### config.mk
export PLATFORM = sky130hd
export DESIGN_NAME = multi_driver_net_resolver
export DESIGN_NICKNAME = d
export VERILOG_FILES = /design/src/rtl/mdnr_pkg.sv /design/src/rtl/multi_driver_net_resolver.sv /design/src/rtl/mdnr_ram.sv /design/src/rtl/mdnr_ctrl.sv /design/src/rtl/mdnr_dp.sv
export SDC_FILE = /design/constraint.sdc
export NUM_CORES = 1
export LEC_CHECK = 0
export BUFFER_PORTS_ARGS = -buffer_cell sky130_fd_sc_hd__buf_2
export CAP_MARGIN = 20
export CORE_MARGIN = 2
export CORE_UTILIZATION = 42
export DETAILED_ROUTE_END_ITERATION = 10
export SLEW_MARGIN = 20
export SYNTH_ARGS = -nofsm -noshare
export SYNTH_HDL_FRONTEND = slang
export SYNTH_SLANG_ARGS = --single-unit
### constraint.sdc
create_clock -name clk -period 9.9 [get_ports clk]
set_input_delay 1.485 -clock clk [delete_from_list [all_inputs] [get_ports clk]]
set_output_delay 1.485 -clock clk [all_outputs]
set_load 0.05 [all_outputs]
### src/rtl/mdnr_pkg.sv
`timescale 1ns / 1ps

package mdnr_pkg;

  localparam int DEF_MAX_DRIVERS = 16;
  localparam int SLOT_FIELD_W = 4;

  localparam logic [1:0] LV_LOW  = 2'd0;
  localparam logic [1:0] LV_HIGH = 2'd1;
  localparam logic [1:0] LV_X    = 2'd2;
  localparam logic [1:0] LV_Z    = 2'd3;

  localparam logic [1:0] ERR_OK   = 2'd0;
  localparam logic [1:0] ERR_FULL = 2'd1;
  localparam logic [1:0] ERR_SLOT = 2'd2;

  typedef enum logic [2:0] {
    ACT_ADD     = 3'd0,
    ACT_REMOVE  = 3'd1,
    ACT_DRIVE   = 3'd2,
    ACT_FORCE   = 3'd3,
    ACT_RELEASE = 3'd4,
    ACT_CLEAR   = 3'd5
  } action_t;

  typedef enum logic [2:0] {
    ST_IDLE,
    ST_READ,
    ST_EXEC,
    ST_CLEAR,
    ST_SCAN,
    ST_RESULT
  } ctrl_state_t;

  typedef struct packed {
    logic capture;
    logic rd_issue;
    logic exec;
    logic sweep;
    logic scan_start;
    logic scan_step;
    logic result_load;
  } ctrl_cmd_t;

  typedef struct packed {
    logic act_clear;
    logic sweep_last;
    logic scan_done;
    logic out_free;
  } ctrl_sts_t;

endpackage

### src/rtl/multi_driver_net_resolver.sv
`timescale 1ns / 1ps

// Resolves one net fed by up to MAX_DRIVERS driver slots, one request at a time. A request
// is taken only while the block is idle. Every request ends in a resolution scan over the
// table_fill slots ever allocated; a clear request first runs a sweep that sets every slot
// level to high-Z. The scan reads one slot per cycle through the single read port of the
// level and strength RAMs and folds it into the running strongest-driver result. The result
// sits in an output register, so the next request is taken while it waits, at the earliest
// in the cycle after the result is loaded.
module multi_driver_net_resolver import mdnr_pkg::*; #(
  parameter int MAX_DRIVERS = DEF_MAX_DRIVERS
) (
  input  logic                    clk,
  input  logic                    rst,
  input  logic                    in_valid,
  output logic                    in_ready,
  input  logic [2:0]              action,
  input  logic [3:0]              driver_slot,
  input  logic [1:0]              drive_value,
  input  logic [1:0]              drive_strength,
  output logic                    out_valid,
  input  logic                    out_ready,
  output logic [1:0]              net_value,
  output logic                    net_changed,
  output logic                    conflict,
  output logic [SLOT_FIELD_W-1:0] assigned_slot,
  output logic [1:0]              error_code
);

  ctrl_cmd_t cmd;
  ctrl_sts_t sts;

  mdnr_ctrl u_ctrl (
    .clk      (clk),
    .rst      (rst),
    .in_valid (in_valid),
    .in_ready (in_ready),
    .sts      (sts),
    .cmd      (cmd)
  );

  mdnr_dp #(.MAX_DRIVERS(MAX_DRIVERS)) u_dp (
    .clk            (clk),
    .rst            (rst),
    .action         (action),
    .driver_slot    (driver_slot),
    .drive_value    (drive_value),
    .drive_strength (drive_strength),
    .cmd            (cmd),
    .sts            (sts),
    .out_valid      (out_valid),
    .out_ready      (out_ready),
    .net_value      (net_value),
    .net_changed    (net_changed),
    .conflict       (conflict),
    .assigned_slot  (assigned_slot),
    .error_code     (error_code)
  );

endmodule

### src/rtl/mdnr_ram.sv
`timescale 1ns / 1ps

module mdnr_ram #(
  parameter int WIDTH = 2,
  parameter int DEPTH = 16
) (
  input  logic                     clk,
  input  logic                     we,
  input  logic [$clog2(DEPTH)-1:0] waddr,
  input  logic [WIDTH-1:0]         wdata,
  input  logic [$clog2(DEPTH)-1:0] raddr,
  output logic [WIDTH-1:0]         rdata
);

  logic [WIDTH-1:0] mem [DEPTH];

  always_ff @(posedge clk) begin
    if (we) begin
      mem[waddr] <= wdata;
    end
    rdata <= mem[raddr];
  end

endmodule

### src/rtl/mdnr_ctrl.sv
`timescale 1ns / 1ps

module mdnr_ctrl import mdnr_pkg::*; (
  input  logic      clk,
  input  logic      rst,
  input  logic      in_valid,
  output logic      in_ready,
  input  ctrl_sts_t sts,
  output ctrl_cmd_t cmd
);

  ctrl_state_t state, state_next;

  always_ff @(posedge clk) begin
    if (rst) begin
      state <= ST_IDLE;
    end else begin
      state <= state_next;
    end
  end

  always_comb begin
    state_next = state;
    case (state)
      ST_IDLE: begin
        if (in_valid) begin
          state_next = ST_READ;
        end
      end
      ST_READ: state_next = ST_EXEC;
      ST_EXEC: begin
        state_next = sts.act_clear ? ST_CLEAR : ST_SCAN;
      end
      ST_CLEAR: begin
        if (sts.sweep_last) begin
          state_next = ST_SCAN;
        end
      end
      ST_SCAN: begin
        if (sts.scan_done) begin
          state_next = ST_RESULT;
        end
      end
      ST_RESULT: begin
        if (sts.out_free) begin
          state_next = ST_IDLE;
        end
      end
      default: state_next = ST_IDLE;
    endcase
  end

  always_comb begin
    in_ready        = (state == ST_IDLE);
    cmd             = '0;
    cmd.capture     = (state == ST_IDLE) && in_valid;
    cmd.rd_issue    = (state == ST_READ);
    cmd.exec        = (state == ST_EXEC);
    cmd.sweep       = (state == ST_CLEAR);
    cmd.scan_start  = ((state == ST_EXEC) && !sts.act_clear) ||
                      ((state == ST_CLEAR) && sts.sweep_last);
    cmd.scan_step   = (state == ST_SCAN);
    cmd.result_load = (state == ST_RESULT) && sts.out_free;
  end

endmodule

### src/rtl/mdnr_dp.sv
`timescale 1ns / 1ps

module mdnr_dp import mdnr_pkg::*; #(
  parameter int MAX_DRIVERS = DEF_MAX_DRIVERS
) (
  input  logic                    clk,
  input  logic                    rst,
  input  logic [2:0]              action,
  input  logic [3:0]              driver_slot,
  input  logic [1:0]              drive_value,
  input  logic [1:0]              drive_strength,
  input  ctrl_cmd_t               cmd,
  output ctrl_sts_t               sts,
  output logic                    out_valid,
  input  logic                    out_ready,
  output logic [1:0]              net_value,
  output logic                    net_changed,
  output logic                    conflict,
  output logic [SLOT_FIELD_W-1:0] assigned_slot,
  output logic [1:0]              error_code
);

  localparam int SLOT_W = $clog2(MAX_DRIVERS);
  localparam int CNT_W  = $clog2(MAX_DRIVERS + 1);
  localparam int CMP_W  = (CNT_W > SLOT_FIELD_W) ? CNT_W : SLOT_FIELD_W;
  localparam logic [CNT_W-1:0]  MAX_CNT   = CNT_W'(MAX_DRIVERS);
  localparam logic [SLOT_W-1:0] LAST_SLOT = SLOT_W'(MAX_DRIVERS - 1);

  // Captured request.
  action_t                 act_q;
  logic [SLOT_FIELD_W-1:0] slot_q;
  logic [1:0]              val_q;
  logic [1:0]              str_q;

  // Net and driver table state.
  logic [MAX_DRIVERS-1:0] slot_valid;
  logic [CNT_W-1:0]       free_count;
  logic [CNT_W-1:0]       table_fill;
  logic                   force_active;
  logic [1:0]             forced_level;
  logic [1:0]             net_level;

  // Scan state.
  logic [CNT_W-1:0] idx;
  logic             pend;
  logic             pend_valid;
  logic             any_q;
  logic [1:0]       best_q;
  logic [1:0]       lvl_q;
  logic             lo_q;
  logic             hi_q;

  logic                    resolve_q;
  logic                    changed_q;
  logic [SLOT_FIELD_W-1:0] assigned_q;
  logic [1:0]              err_q;
  logic                    resolve_next;
  logic                    changed_next;
  logic [SLOT_FIELD_W-1:0] assigned_next;
  logic [1:0]              err_next;

  // RAM ports.
  logic              lvl_we;
  logic [SLOT_W-1:0] lvl_waddr;
  logic [1:0]        lvl_wdata;
  logic [SLOT_W-1:0] lvl_raddr;
  logic [1:0]        lvl_rdata;
  logic              str_we;
  logic [SLOT_W-1:0] str_waddr;
  logic [1:0]        str_wdata;
  logic [1:0]        str_rdata;
  logic              fs_we;
  logic [SLOT_W-1:0] fs_waddr;
  logic [SLOT_W-1:0] fs_wdata;
  logic [SLOT_W-1:0] fs_raddr;
  logic [SLOT_W-1:0] fs_rdata;

  logic [SLOT_W-1:0] slot_ix;
  logic [SLOT_W-1:0] idx_ix;
  logic [CNT_W-1:0]  fc_dec;
  logic              slot_ok;
  logic              add_ok;
  logic [SLOT_W-1:0] add_s;
  logic              rem_ok;
  logic              drv_diff;
  logic              scan_issue;
  logic [1:0]        res_lvl;
  logic              res_changed;

  assign slot_ix    = SLOT_W'(slot_q);
  assign idx_ix     = idx[SLOT_W-1:0];
  assign fc_dec     = free_count - CNT_W'(1);
  assign slot_ok    = (CMP_W'(slot_q) < CMP_W'(table_fill)) && slot_valid[slot_ix];
  assign rem_ok     = slot_ok && (free_count < MAX_CNT);
  assign drv_diff   = (lvl_rdata != val_q);
  assign scan_issue = cmd.scan_step && (idx < table_fill);

  // A freed slot is popped first; otherwise the table grows by one.
  always_comb begin
    add_ok = 1'b1;
    add_s  = table_fill[SLOT_W-1:0];
    if (free_count != '0) begin
      add_s = fs_rdata;
    end else if (table_fill >= MAX_CNT) begin
      add_ok = 1'b0;
    end
  end

  assign lvl_raddr = cmd.rd_issue ? slot_ix : idx_ix;
  assign fs_raddr  = fc_dec[SLOT_W-1:0];

  always_comb begin
    lvl_we    = 1'b0;
    lvl_waddr = idx_ix;
    lvl_wdata = LV_Z;
    str_we    = 1'b0;
    str_waddr = slot_ix;
    str_wdata = str_q;
    fs_we     = 1'b0;
    fs_waddr  = free_count[SLOT_W-1:0];
    fs_wdata  = slot_ix;
    if (cmd.sweep) begin
      lvl_we = 1'b1;
    end else if (cmd.exec) begin
      case (act_q)
        ACT_ADD: begin
          lvl_we    = add_ok;
          lvl_waddr = add_s;
          lvl_wdata = val_q;
          str_we    = add_ok;
          str_waddr = add_s;
        end
        ACT_REMOVE: begin
          lvl_we    = rem_ok;
          lvl_waddr = slot_ix;
          str_we    = rem_ok;
          str_wdata = 2'd0;
          fs_we     = rem_ok;
        end
        ACT_DRIVE: begin
          lvl_we    = slot_ok && drv_diff;
          lvl_waddr = slot_ix;
          lvl_wdata = val_q;
        end
        default: begin
        end
      endcase
    end
  end

  mdnr_ram #(.WIDTH(2), .DEPTH(MAX_DRIVERS)) u_level_ram (
    .clk   (clk),
    .we    (lvl_we),
    .waddr (lvl_waddr),
    .wdata (lvl_wdata),
    .raddr (lvl_raddr),
    .rdata (lvl_rdata)
  );

  mdnr_ram #(.WIDTH(2), .DEPTH(MAX_DRIVERS)) u_strength_ram (
    .clk   (clk),
    .we    (str_we),
    .waddr (str_waddr),
    .wdata (str_wdata),
    .raddr (idx_ix),
    .rdata (str_rdata)
  );

  mdnr_ram #(.WIDTH(SLOT_W), .DEPTH(MAX_DRIVERS)) u_free_stack (
    .clk   (clk),
    .we    (fs_we),
    .waddr (fs_waddr),
    .wdata (fs_wdata),
    .raddr (fs_raddr),
    .rdata (fs_rdata)
  );

  always_comb begin
    resolve_next  = 1'b0;
    changed_next  = 1'b0;
    err_next      = ERR_OK;
    assigned_next = '0;
    case (act_q)
      ACT_ADD: begin
        if (add_ok) begin
          assigned_next = SLOT_FIELD_W'(add_s);
        end else begin
          err_next = ERR_FULL;
        end
      end
      ACT_REMOVE: begin
        if (!rem_ok) begin
          err_next = ERR_SLOT;
        end
      end
      ACT_DRIVE: begin
        if (!slot_ok) begin
          err_next = ERR_SLOT;
        end else if (drv_diff) begin
          resolve_next = 1'b1;
        end
      end
      ACT_FORCE:   resolve_next = 1'b1;
      ACT_RELEASE: resolve_next = force_active;
      ACT_CLEAR:   changed_next = (net_level != LV_Z);
      default: begin
      end
    endcase
  end

  always_comb begin
    res_lvl     = net_level;
    res_changed = changed_q;
    if (resolve_q) begin
      res_lvl     = force_active ? forced_level : lvl_q;
      res_changed = (res_lvl != net_level);
    end
  end

  always_ff @(posedge clk) begin
    if (rst) begin
      slot_valid   <= '0;
      free_count   <= '0;
      table_fill   <= '0;
      force_active <= 1'b0;
      forced_level <= LV_Z;
      net_level    <= LV_Z;
      idx          <= '0;
      pend         <= 1'b0;
      out_valid    <= 1'b0;
    end else begin
      if (cmd.exec) begin
        case (act_q)
          ACT_ADD: begin
            if (add_ok) begin
              slot_valid[add_s] <= 1'b1;
              if (free_count != '0) begin
                free_count <= fc_dec;
              end else begin
                table_fill <= table_fill + CNT_W'(1);
              end
            end
          end
          ACT_REMOVE: begin
            if (rem_ok) begin
              slot_valid[slot_ix] <= 1'b0;
              free_count          <= free_count + CNT_W'(1);
            end
          end
          ACT_FORCE: begin
            force_active <= 1'b1;
            forced_level <= val_q;
          end
          ACT_RELEASE: force_active <= 1'b0;
          ACT_CLEAR: begin
            force_active <= 1'b0;
            net_level    <= LV_Z;
          end
          default: begin
          end
        endcase
      end
      // The index walks the sweep and the scan, and restarts at each phase.
      if (cmd.exec || cmd.scan_start) begin
        idx <= '0;
      end else if (cmd.sweep || scan_issue) begin
        idx <= idx + CNT_W'(1);
      end
      if (cmd.scan_start) begin
        pend <= 1'b0;
      end else if (cmd.scan_step) begin
        pend <= scan_issue;
      end
      if (cmd.result_load) begin
        net_level <= res_lvl;
        out_valid <= 1'b1;
      end else if (out_ready) begin
        out_valid <= 1'b0;
      end
    end
  end

  always_ff @(posedge clk) begin
    if (cmd.capture) begin
      act_q  <= action_t'(action);
      slot_q <= driver_slot;
      val_q  <= drive_value;
      str_q  <= drive_strength;
    end
    if (cmd.exec) begin
      resolve_q  <= resolve_next;
      changed_q  <= changed_next;
      err_q      <= err_next;
      assigned_q <= assigned_next;
    end
    if (cmd.scan_start) begin
      any_q  <= 1'b0;
      best_q <= 2'd0;
      lvl_q  <= LV_Z;
      lo_q   <= 1'b0;
      hi_q   <= 1'b0;
    end else if (cmd.scan_step) begin
      pend_valid <= slot_valid[idx_ix];
      // The read issued last cycle is folded in now.
      if (pend && pend_valid && (lvl_rdata != LV_Z)) begin
        if (!any_q || (str_rdata > best_q)) begin
          any_q  <= 1'b1;
          best_q <= str_rdata;
          lvl_q  <= lvl_rdata;
          lo_q   <= (lvl_rdata == LV_LOW);
          hi_q   <= (lvl_rdata == LV_HIGH);
        end else if (str_rdata == best_q) begin
          if (lvl_rdata != lvl_q) begin
            lvl_q <= LV_X;
          end
          if (lvl_rdata == LV_LOW) begin
            lo_q <= 1'b1;
          end
          if (lvl_rdata == LV_HIGH) begin
            hi_q <= 1'b1;
          end
        end
      end
    end
    if (cmd.result_load) begin
      net_value     <= res_lvl;
      net_changed   <= res_changed;
      conflict      <= lo_q && hi_q;
      assigned_slot <= assigned_q;
      error_code    <= err_q;
    end
  end

  always_comb begin
    sts.act_clear  = (act_q == ACT_CLEAR);
    sts.sweep_last = (idx_ix == LAST_SLOT);
    sts.scan_done  = !pend && (idx == table_fill);
    sts.out_free   = !out_valid || out_ready;
  end

endmodule

==> impl_metrics.csv, run 1 <==
group,metric,value,unit
floorplanning,die_w,158,um
clock_network,post_cts_buffers,0,
timing,worstMarginPinSlew,1060,ps
global_route,grt_pass1_wl,35.8,mm
worst_hold_path,min_path_cells,0,
global_route,grt_pass1_vias,6409,
routing,first_pass_iters,5,
setup_path,reg2regPathDepth,8,
final_layout,area.sequential,5870,um^2
placement,dp_cells,1062,
global_route,antenna_found_initial,0,
timing,clock_skew,19.0,ps
clock_network,cts.htree.levels,1,
timing,rsz0062_at_grt,"false",
floorplanning,num_rows,56,
clock_network,cts.sinks,214,
yosys,synth_seq_cells,214,
timing,fin_crit,3730,ps
routing,wl,22.8,mm
worst_hold_path,min_to,"u_dp.assigned_slot[3]$_DFFE_PP_",
worst_hold_path,hold_path.class,"reg2reg",
outcome,status,"complete, no violations",
clock_network,cts_tree,"built",
clock_network,clk_pin_slew,60,ps
yosys,yosys-top-cells-area,"edfxtp_1 (47%), dfxtp_1 (11%), mux4_2 (11%)",
placement,port_buffers,26,
floorplanning,die_h,158,um
setup_path,worst_path_largest_cell_delay,740,ps
floorplanning,coreArea,23500,um^2
global_route,grtUsageTotal,18.6,%
routing,vias_per_cell,5.79,
setup_path,cp_max_fo,22,
clock_network,ctsResizeCount,0,
timing,fin_crit_sh,37.6,%
setup_path,worst_ep_required_time,10080,ps
final_layout,fin_cells,1104,
yosys,synthTopCellsByCount,"edfxtp_1 (158), dfxtp_1 (56), nor2_1 (51)",
floorplanning,dieArea,25100,um^2
pwr,leakagePower,0.00365,uW
timing,report.final.hold_viol_count,0,
routing,antenna_left,0,
final_layout,fillerInstances,2076,
floorplanning,start_util,42.7,%
routing,wl_per_cell,20.6,um
floorplanning,io-pin-count,27,
setup_path,reg2reg_slack,6170,ps
yosys,yosysSeqAreaShare,58.6,%
yosys,syn_area_per_cell,13.2,um^2
routing,drtIter0Drc,450,
final_layout,fin_nets,802,
clock_network,clockBufferDepth,3,
setup_path,end_kind,"flop",
final_layout,utilization,47.4,%
timing,max_slew_margin,28.1,%
yosys,synth_area,10000,um^2
yosys,synth_edf_count,158,
routing,drc_errors,0,
clock_network,hold_buffers,0,
setup_path,rr_endpoint,"u_dp.u_level_ram.mem[0][0]$_DFFE_PP_",
setup_path,start_kind,"flop",
yosys,ys_warn_count,0,
setup_path,r2r-start,"u_dp.free_count[0]$_SDFFE_PP0P_",
final_layout,n_antenna_cell,0,
setup_path,worstPathArrival,3910,ps
final_layout,final_layout_size_suffix_gt1_share,17.6,%
timing,finalSetupTns,0,ps
yosys,synthArstFlopShare,0,%
placement,hpwlAfterDp,15.7,mm
timing,final_max_slew_viol_count,0,
global_route,grt_overflow,0,
worst_hold_path,hold_start,"u_dp.assigned_q[3]$_SDFFCE_PP0P_",
timing,timing.fmax,0.268,GHz
routing,num_vias,6391,
yosys,synth_cell_type_count,66,
final_layout,multiInputGateArea,3860,um^2
clock_network,cts_root_buf,"clkbuf_16",
setup_path,startpoint,"u_dp.free_count[0]$_SDFFE_PP0P_",
pwr,p_total,2250,uW
yosys,synth.top_cell.area_share,47.4,%
global_route,grt_max_degree,30,
yosys,synth_top_area_cell,"edfxtp_1",
setup_path,path_class,"reg2reg",
pwr,p_per_area,203,nW/um^2
pwr,ir_worst_vdd,136,uV
yosys,yosysMostFrequentCell,"edfxtp_1",
setup_path,path_cells,"buf_4 > inv_1 > ha_1 > or4b_1 > mux2_4 > a221oi_1 > o22ai_1 > nor3_1",
clock_network,clk_latency,510,ps
placement,dp_slack,6220,ps
yosys,mappedNetlistNets,789,
flow_run,drv_cap,0,
final_layout,syn2layout_area_growth,11.0,%
yosys,synthFlopType,"edfxtp_1",
setup_path,cp_slowest_cell,"or4b_1",
clock_network,cts_buffers,23,
placement,globalplace.congestion,0.852,
timing,finalSetupViolations,0,
timing,setup_ws,6170,ps
yosys,synthCells,756,
## metrics by stage
stage | area (um^2) | hold WS (ps)
after floorplan | 10000 | 400
after global placement | 10400 | 400
after detailed placement | 10400 | 405
after CTS | 11100 | 408
after global routing | 11100 | 438
final | 11100 | 407
## kinds of logic (layout without fill, tap and decap cells)
group | Yosys count | in the layout | synth area share [%]
buffers and inverters | 68 | 97 | 2.89
AND/OR/NAND/NOR | 233 | 233 | 12.8
AO/OA/AOI/OAI | 130 | 130 | 8.27
adder cells (fa/ha/maj) | 18 | 18 | 2.25
multiplexers | 80 | 80 | 14.1
XOR/XNOR | 13 | 13 | 1.14
flip-flops | 214 | 214 | 58.6
## critical path, delay by kind of cell (launching register included)
family | cells | cell delay, ps
flip-flops | 1 | 300
adder cells (fa/ha/maj) | 1 | 330
buffers and inverters | 2 | 400
multiplexers | 1 | 430
AND/OR/NAND/NOR | 2 | 1120
AO/OA/AOI/OAI | 2 | 820
## where the power goes
| part | internal [uW] | switching [uW] | leakage [uW] |
|---|---|---|---|
| combinational | 141 | 226 | 0.00137 |
| sequential | 1010 | 53.4 | 0.00192 |
| clock | 476 | 345 | 0.000353 |
| total | 1630 | 624 | 0.00365 |
## layer usage
metal / vias to the layer above / GRT usage (%) / routed length (um) / part of all wire [%]
li1: 2950 / - / - / -
met2: 223 / 31.3 / 11000 / 48
met4: 0 / 6.26 / 620 / 2.7
met1: 3169 / 24.9 / 9920 / 44
met5: - / 0 / 0 / 0
met3: 49 / 2.78 / 1230 / 5.4
## placed cells by master (no fill, tap or decap), drive strengths merged, types with 6 or more instances in the layout
| cell type | instances |
|---|---|
| o211ai | 7 |
| clkbuf | 34 |
| nand2b | 11 |
| nand2 | 35 |
| inv | 26 |
| mux4 | 47 |
| a21oi | 36 |
| nand3 | 9 |
| or3 | 10 |
| edfxtp | 158 |
| mux2 | 6 |
| dfxtp | 56 |
| nor4 | 21 |
| xnor2 | 8 |
| and3 | 17 |
| nor3 | 32 |
| and2 | 7 |
| nor2 | 52 |
| o21ai | 37 |
| mux2i | 27 |
| nor2b | 10 |
| nand4 | 6 |
| buf | 31 |
| ha | 18 |
## worst max path at each step
stage	endpoint	slack [ps]
after detailed placement	u_dp.u_strength_ram.mem[4][0]$_DFFE_PP_	6220
after CTS	u_dp.u_strength_ram.mem[4][0]$_DFFE_PP_	6230
after floorplan	in_ready	6770
after global placement	u_dp.u_level_ram.mem[0][0]$_DFFE_PP_	6360
after global routing	u_dp.u_strength_ram.mem[4][0]$_DFFE_PP_	5950
final	u_dp.u_level_ram.mem[0][0]$_DFFE_PP_	6170
## sequential cells by signal, indices dropped and copies added (netlist names), 5 cells and up
signal                   count
u_dp.idx                     5
u_dp.u_strength_ram.mem     32
u_dp.u_free_stack.mem       64
u_dp.slot_valid             16
u_dp.table_fill              5
u_dp.u_level_ram.mem        32
u_dp.free_count              5
## layout make-up
| class | instances | share of cell area (%) |
|---|---|---|
| repair buffers | 31 | 1.58 |
| flip-flops and latches | 214 | 52.8 |
| multi-input cells | 474 | 34.7 |
| clock buffers | 34 | 6.11 |
| inverters | 25 | 0.844 |
| well taps | 319 | 3.59 |
| clock inverters | 7 | 0.394 |
(Power assumes the default switching activity.)
==> run 2: changes to the inputs <==
Clock period 9.9 ns to 3 ns, I/O delays scaled along.
==> impl_metrics.csv, run 2 (synthesized netlist as in run 1, its figures left out) <==
group,metric,value,unit
global_route,grt_overflow,0,
global_route,grt_use_met1,26.1,%
pwr,p_int,5440,uW
worst_hold_path,hold_path.class,"in2reg",
pwr,ir_worst_vdd,382,uV
setup_path,path_class,"reg2reg",
final_layout,largest_registers,"u_dp.u_free_stack.mem x64, u_dp.u_level_ram.mem x32, u_dp.u_strength_ram.mem x32",
floorplanning,start_util,42.7,%
placement,port_buffers,26,
routing,first_pass_iters,4,
routing,num_vias,6535,
routing,drtIter0Drc,453,
clock_network,clk_latency,520,ps
global_route,grt_busiest_layer,"met2",
global_route,antenna_found_initial,0,
final_layout,largest_register_ff_count,64,
final_layout,final_layout_size_suffix_gt1_share,23.0,%
setup_path,start_kind,"flop",
routing,wl,23.3,mm
final_layout,regMostFlops,"u_dp.u_free_stack.mem",
pwr,pwr-share-comb,18.3,%
pwr,p_per_area,657,nW/um^2
floorplanning,dieArea,25100,um^2
setup_path,worstPathArrival,3030,ps
setup_path,path_cells,"inv_1 > ha_1 > or4b_4 > mux2_4 > a221o_1 > a211o_1 > nor3_1",
timing,rsz0062_at_grt,"false",
timing,fin_crit_sh,94.9,%
pwr,power_frac_seq,46.0,%
final_layout,n_antenna_cell,0,
clock_network,cts_tree,"built",
setup_path,end_kind,"flop",
floorplanning,io-pin-count,27,
routing,antenna_left,0,
clock_network,clk_pin_slew,60,ps
timing,setup_ws,154,ps
setup_path,worst_ep_required_time,3180,ps
pwr,power.share.clock,35.8,%
placement,globalplace.congestion,0.901,
global_route,globalRouteMet2Util,32.7,%
final_layout,final_common_cell,"edfxtp_1",
final_layout,layout_common_cells,"edfxtp_1 (158), dfxtp_1 (56), buf_4 (52), nor2_1 (51), mux4_2 (47)",
final_layout,fillerInstances,2055,
flow_run,drv_cap,0,
global_route,grt_pass1_vias,6614,
clock_network,cts.htree.levels,1,
global_route,grt_max_degree,29,
floorplanning,die_w,158,um
global_route,use_met3,2.64,%
final_layout,syn2layout_area_growth,14.8,%
pwr,p_sw_share,27.9,%
timing,whs,106,ps
pwr,p_total,7550,uW
setup_path,cp_max_fo,5,
setup_path,reg2reg_slack,150,ps
setup_path,worst_path_largest_cell_delay,530,ps
placement,dp_slack,-24.1,ps
floorplanning,die_h,158,um
floorplanning,coreArea,23500,um^2
timing,max_slew_margin,47.6,%
setup_path,cp_slowest_cell,"or4b_4",
routing,wl_per_cell,20.2,um
routing,vias_per_cell,5.66,
timing,finalSetupViolations,0,
routing,drc_errors,0,
clock_network,cts_buffers,24,
global_route,grt_pass1_wl,37.2,mm
placement,hpwlAfterDp,16.8,mm
pwr,switchingPower,2110,uW
final_layout,fin_nets,850,
clock_network,post_cts_buffers,0,
floorplanning,num_rows,56,
timing,worstMarginPinSlew,782,ps
timing,report.final.hold_viol_count,0,
pwr,leakagePower,0.00388,uW
timing,clock_skew,12.1,ps
timing,timing.fmax,0.351,GHz
clock_network,hold_buffers,0,
global_route,grtUsageTotal,19.2,%
clock_network,cts.sinks,214,
clock_network,clockBufferDepth,3,
timing,fin_crit,2850,ps
clock_network,cts_root_buf,"clkbuf_16",
outcome,status,"complete, no violations",
timing,final_max_slew_viol_count,0,
[run 2: repair_timing]
| item | CTS | global route |
|---|---|---|
| hold endpoints to repair | 0 | 0 |
| endpoints found under the setup margin | 10 | 50 |
| gates resized for setup | 1 | 6 |
| gates cloned | 0 | 0 |
[run 2: worst paths after layout]
path,start,endpoint,depth (start not counted)
hold / removal,action[0],u_dp.act_q[0]$_DFFE_PP_,1
setup reg to reg,u_dp.free_count[0]$_SDFFE_PP0P_,u_dp.u_level_ram.mem[5][0]$_DFFE_PP_,7
setup / recovery,u_dp.free_count[0]$_SDFFE_PP0P_,u_dp.u_level_ram.mem[5][0]$_DFFE_PP_,7
hold reg to reg,u_dp.assigned_q[1]$_SDFFCE_PP0P_,u_dp.assigned_slot[1]$_DFFE_PP_,0
[run 2: final cells by class]
| cell class | count | area (um^2) | area share, % |
|---|---|---|---|
| flip-flops and latches | 214 | 5870 | 51.0 |
| multi-input cells | 474 | 3890 | 33.8 |
| clock buffers | 30 | 654 | 5.69 |
| inverters | 25 | 93.8 | 0.817 |
| repair buffers | 78 | 520 | 4.53 |
| well taps | 319 | 399 | 3.47 |
| clock inverters | 14 | 70.1 | 0.610 |
[run 2: metrics by stage]
stage	cells	instance area [um^2]	util, %	TNS (ps)
after floorplan	756	10000	-	-327
after global placement	1110	10700	45.7	0
after detailed placement	1110	10700	45.7	-101
after CTS	1154	11500	48.9	0
after global routing	1154	11500	49.0	0
final	1154	11500	49.0	0
[run 2: power groups by stage]
stage	sequential [uW]	clock, uW	combinational, uW
global route	3480	2870	1500
floorplan	3480	0	958
global placement	3530	0	1340
finish	3470	2700	1380
CTS	3470	2750	1370
detailed placement	3530	0	1370
[run 2: layer usage]
layer	part of all wire, %	vias up
met5	0	-
met4	2.5	0
met3	4.1	43
met2	49	163
met1	45	3258
li1	-	3071
[run 2: worst max-delay path, delay by kind of cell, from the launching register on]
family / cells / cell delay, ps
adders and majority gates: 1 / 160
and+or+nand+nor: 2 / 850
muxes: 1 / 370
AOI/OAI and AO/OA: 2 / 740
DFF: 1 / 310
buffers and inverters: 1 / 80
==> run 3: changes to the inputs <==
Settings changed: ABC_AREA set to 1.
==> impl_metrics.csv, run 3 <==
group,metric,value,unit
final_layout,fillerInstances,2290,
final_layout,n_antenna_cell,0,
setup_path,cp_slowest_cell,"edfxtp_1",
global_route,use_met3,2.47,%
yosys,yosys-top-cells-area,"edfxtp_1 (46%), dfxtp_1 (11%), nand2_1 (6.7%)",
yosys,synth_area,10200,um^2
global_route,grt_overflow,0,
placement,port_buffers,26,
floorplanning,dieArea,25600,um^2
yosys,synthArstFlopShare,0,%
final_layout,regMostFlops,"u_dp.u_free_stack.mem",
timing,final_max_slew_viol_count,0,
setup_path,worstPathArrival,2980,ps
global_route,grt_pass1_vias,7468,
global_route,grt_busiest_layer,"met2",
yosys,yosysMostFrequentCell,"nand2_1",
floorplanning,die_w,160,um
timing,fin_crit,2750,ps
clock_network,cts_tree,"built",
placement,place_area,10800,um^2
setup_path,cp_max_fo,18,
yosys,synth_top_area_cell,"edfxtp_1",
setup_path,end_kind,"flop",
timing,finalSetupTns,0,ps
floorplanning,num_rows,57,
floorplanning,coreArea,24100,um^2
yosys,synthCells,1096,
setup_path,cp_common_cell,"nand2_1",
setup_path,worst_ep_required_time,3220,ps
placement,globalplace.congestion,0.917,
routing,num_vias,7807,
clock_network,cts_buffers,24,
timing,fin_crit_sh,91.8,%
worst_hold_path,hold_path.class,"in2reg",
clock_network,clockBufferDepth,3,
floorplanning,start_util,42.5,%
timing,setup_ws,246,ps
yosys,yosysSeqAreaShare,57.3,%
yosys,synth_cell_type_count,52,
clock_network,hold_buffers,0,
routing,vias_per_cell,5.29,
pwr,p_per_area,751,nW/um^2
placement,dp_slack,240,ps
yosys,syn_area_per_cell,9.34,um^2
global_route,grt_max_degree,38,
final_layout,layout_common_cells,"nand2_1 (184), nor2_1 (180), edfxtp_1 (158), o21ai_0 (122), inv_1 (105)",
setup_path,worst_path_largest_cell_delay,740,ps
timing,clock_skew,34.6,ps
routing,drc_errors,0,
final_layout,final_area,11600,um^2
setup_path,reg2reg_slack,250,ps
pwr,ir_worst_vdd,362,uV
yosys,mappedNetlistNets,1129,
routing,wl_per_cell,17.1,um
pwr,leakagePower,0.00426,uW
final_layout,syn2layout_area_growth,13.3,%
yosys,synthFlopType,"edfxtp_1",
timing,max_slew_margin,39.2,%
clock_network,cts_root_buf,"clkbuf_16",
placement,hpwlAfterDp,17.7,mm
clock_network,clk_latency,540,ps
final_layout,final_common_cell,"nand2_1",
setup_path,path_cells,"inv_6 > nand2_1 > nand2_1 > nand2_1 > nand2_1 > nand2_1 > nand3b_1 > nor2_4 > nand3_2 > nand2_8 > nand2_4 > inv_2 > nand3_2 > nor2_1",
yosys,synth.top_cell.area_share,46.4,%
yosys,ys_warn_count,0,
floorplanning,io-pin-count,27,
global_route,grt_pass1_wl,40.7,mm
setup_path,path_class,"reg2reg",
timing,finalSetupViolations,0,
timing,report.final.hold_viol_count,0,
routing,wl,25.2,mm
routing,drtIter0Drc,796,
outcome,status,"complete, no violations",
global_route,globalRouteMet2Util,30.7,%
final_layout,largest_register_ff_count,64,
clock_network,cts.htree.levels,1,
timing,worstMarginPinSlew,912,ps
clock_network,clk_pin_slew,70,ps
setup_path,start_kind,"flop",
yosys,synth_edf_count,158,
routing,antenna_left,0,
final_layout,fin_nets,1167,
global_route,grt_use_met1,29.7,%
floorplanning,die_h,160,um
global_route,antenna_found_initial,0,
timing,timing.fmax,0.363,GHz
yosys,synthTopCellsByCount,"nand2_1 (184), nor2_1 (180), edfxtp_1 (158)",
final_layout,largest_registers,"u_dp.u_free_stack.mem x64, u_dp.u_level_ram.mem x32, u_dp.u_strength_ram.mem x32",
global_route,grtUsageTotal,19.7,%
flow_run,drv_cap,0,
pwr,p_total,8720,uW
final_layout,final_layout_size_suffix_gt1_share,11.2,%
yosys,synth_seq_cells,214,
clock_network,cts.sinks,214,
routing,first_pass_iters,6,
run 3: worst max-delay path, delay by kind of cell, from the launching register on:
| family | cells | cell delay (ps) |
|---|---|---|
| buffers and inverters | 2 | 220 |
| AND/OR/NAND/NOR | 12 | 1470 |
| flip-flops | 1 | 740 |
run 3: repair_timing:
| item | CTS | global route |
|---|---|---|
| setup endpoints to repair | 0 | 10 |
| resized for setup | 0 | 1 |
| buffers inserted | 0 | 0 |
run 3: cells by family after synthesis:
| logic type | after synthesis | share of synthesized area [%] |
|---|---|---|
| AO/OA/AOI/OAI | 264 | 15.1 |
| XOR/XNOR | 5 | 0.428 |
| adder cells (fa/ha/maj) | 18 | 2.20 |
| buffers and inverters | 152 | 6.12 |
| flip-flops | 214 | 57.3 |
| multiplexers | 5 | 0.489 |
| AND/OR/NAND/NOR | 438 | 18.4 |
run 3: layout make-up:
cell class	instances	area, um^2	share of cell area, %
clock buffers	31	668	5.76
clock inverters	13	161	1.39
inverters	113	432	3.72
multi-input cells	730	3750	32.3
flip-flops and latches	214	5870	50.6
well taps	324	405	3.49
repair buffers	51	318	2.74
run 3: power breakdown:
group          total (uW)  switching [uW]  internal, uW
clock network        3020            1180          1840
registers            3650             173          3480
logic                2050            1480           562
run 3: metrics by stage:
stage | hold WS [ps] | std cells | util (%)
after floorplan | 400 | 1096 | -
after global placement | 409 | 1432 | 44.7
after detailed placement | 417 | 1432 | 44.7
after CTS | 61.5 | 1476 | 48.1
after global routing | 81.0 | 1476 | 48.1
final | 90.6 | 1476 | 48.1
run 3: routing by layer:
metal / vias up / wire, um
met4: 0 / 358
li1: 3859 / -
met2: 236 / 11300
met3: 25 / 1540
met1: 3687 / 12000
met5: - / 0
run 3: worst paths after layout:
check                                                 startpoint                                       to  cells past startpoint
worst max register to register        u_dp.fs_wdata[0]$_DFFE_PP_  u_dp.u_strength_ram.mem[1][1]$_DFFE_PP_                     14
worst max-delay path                  u_dp.fs_wdata[0]$_DFFE_PP_  u_dp.u_strength_ram.mem[1][1]$_DFFE_PP_                     14
worst min register to register  u_dp.assigned_q[2]$_SDFFCE_PP0P_          u_dp.assigned_slot[2]$_DFFE_PP_                      0
worst min-delay path                           drive_strength[0]                  u_dp.str_q[0]$_DFFE_PP_                      1
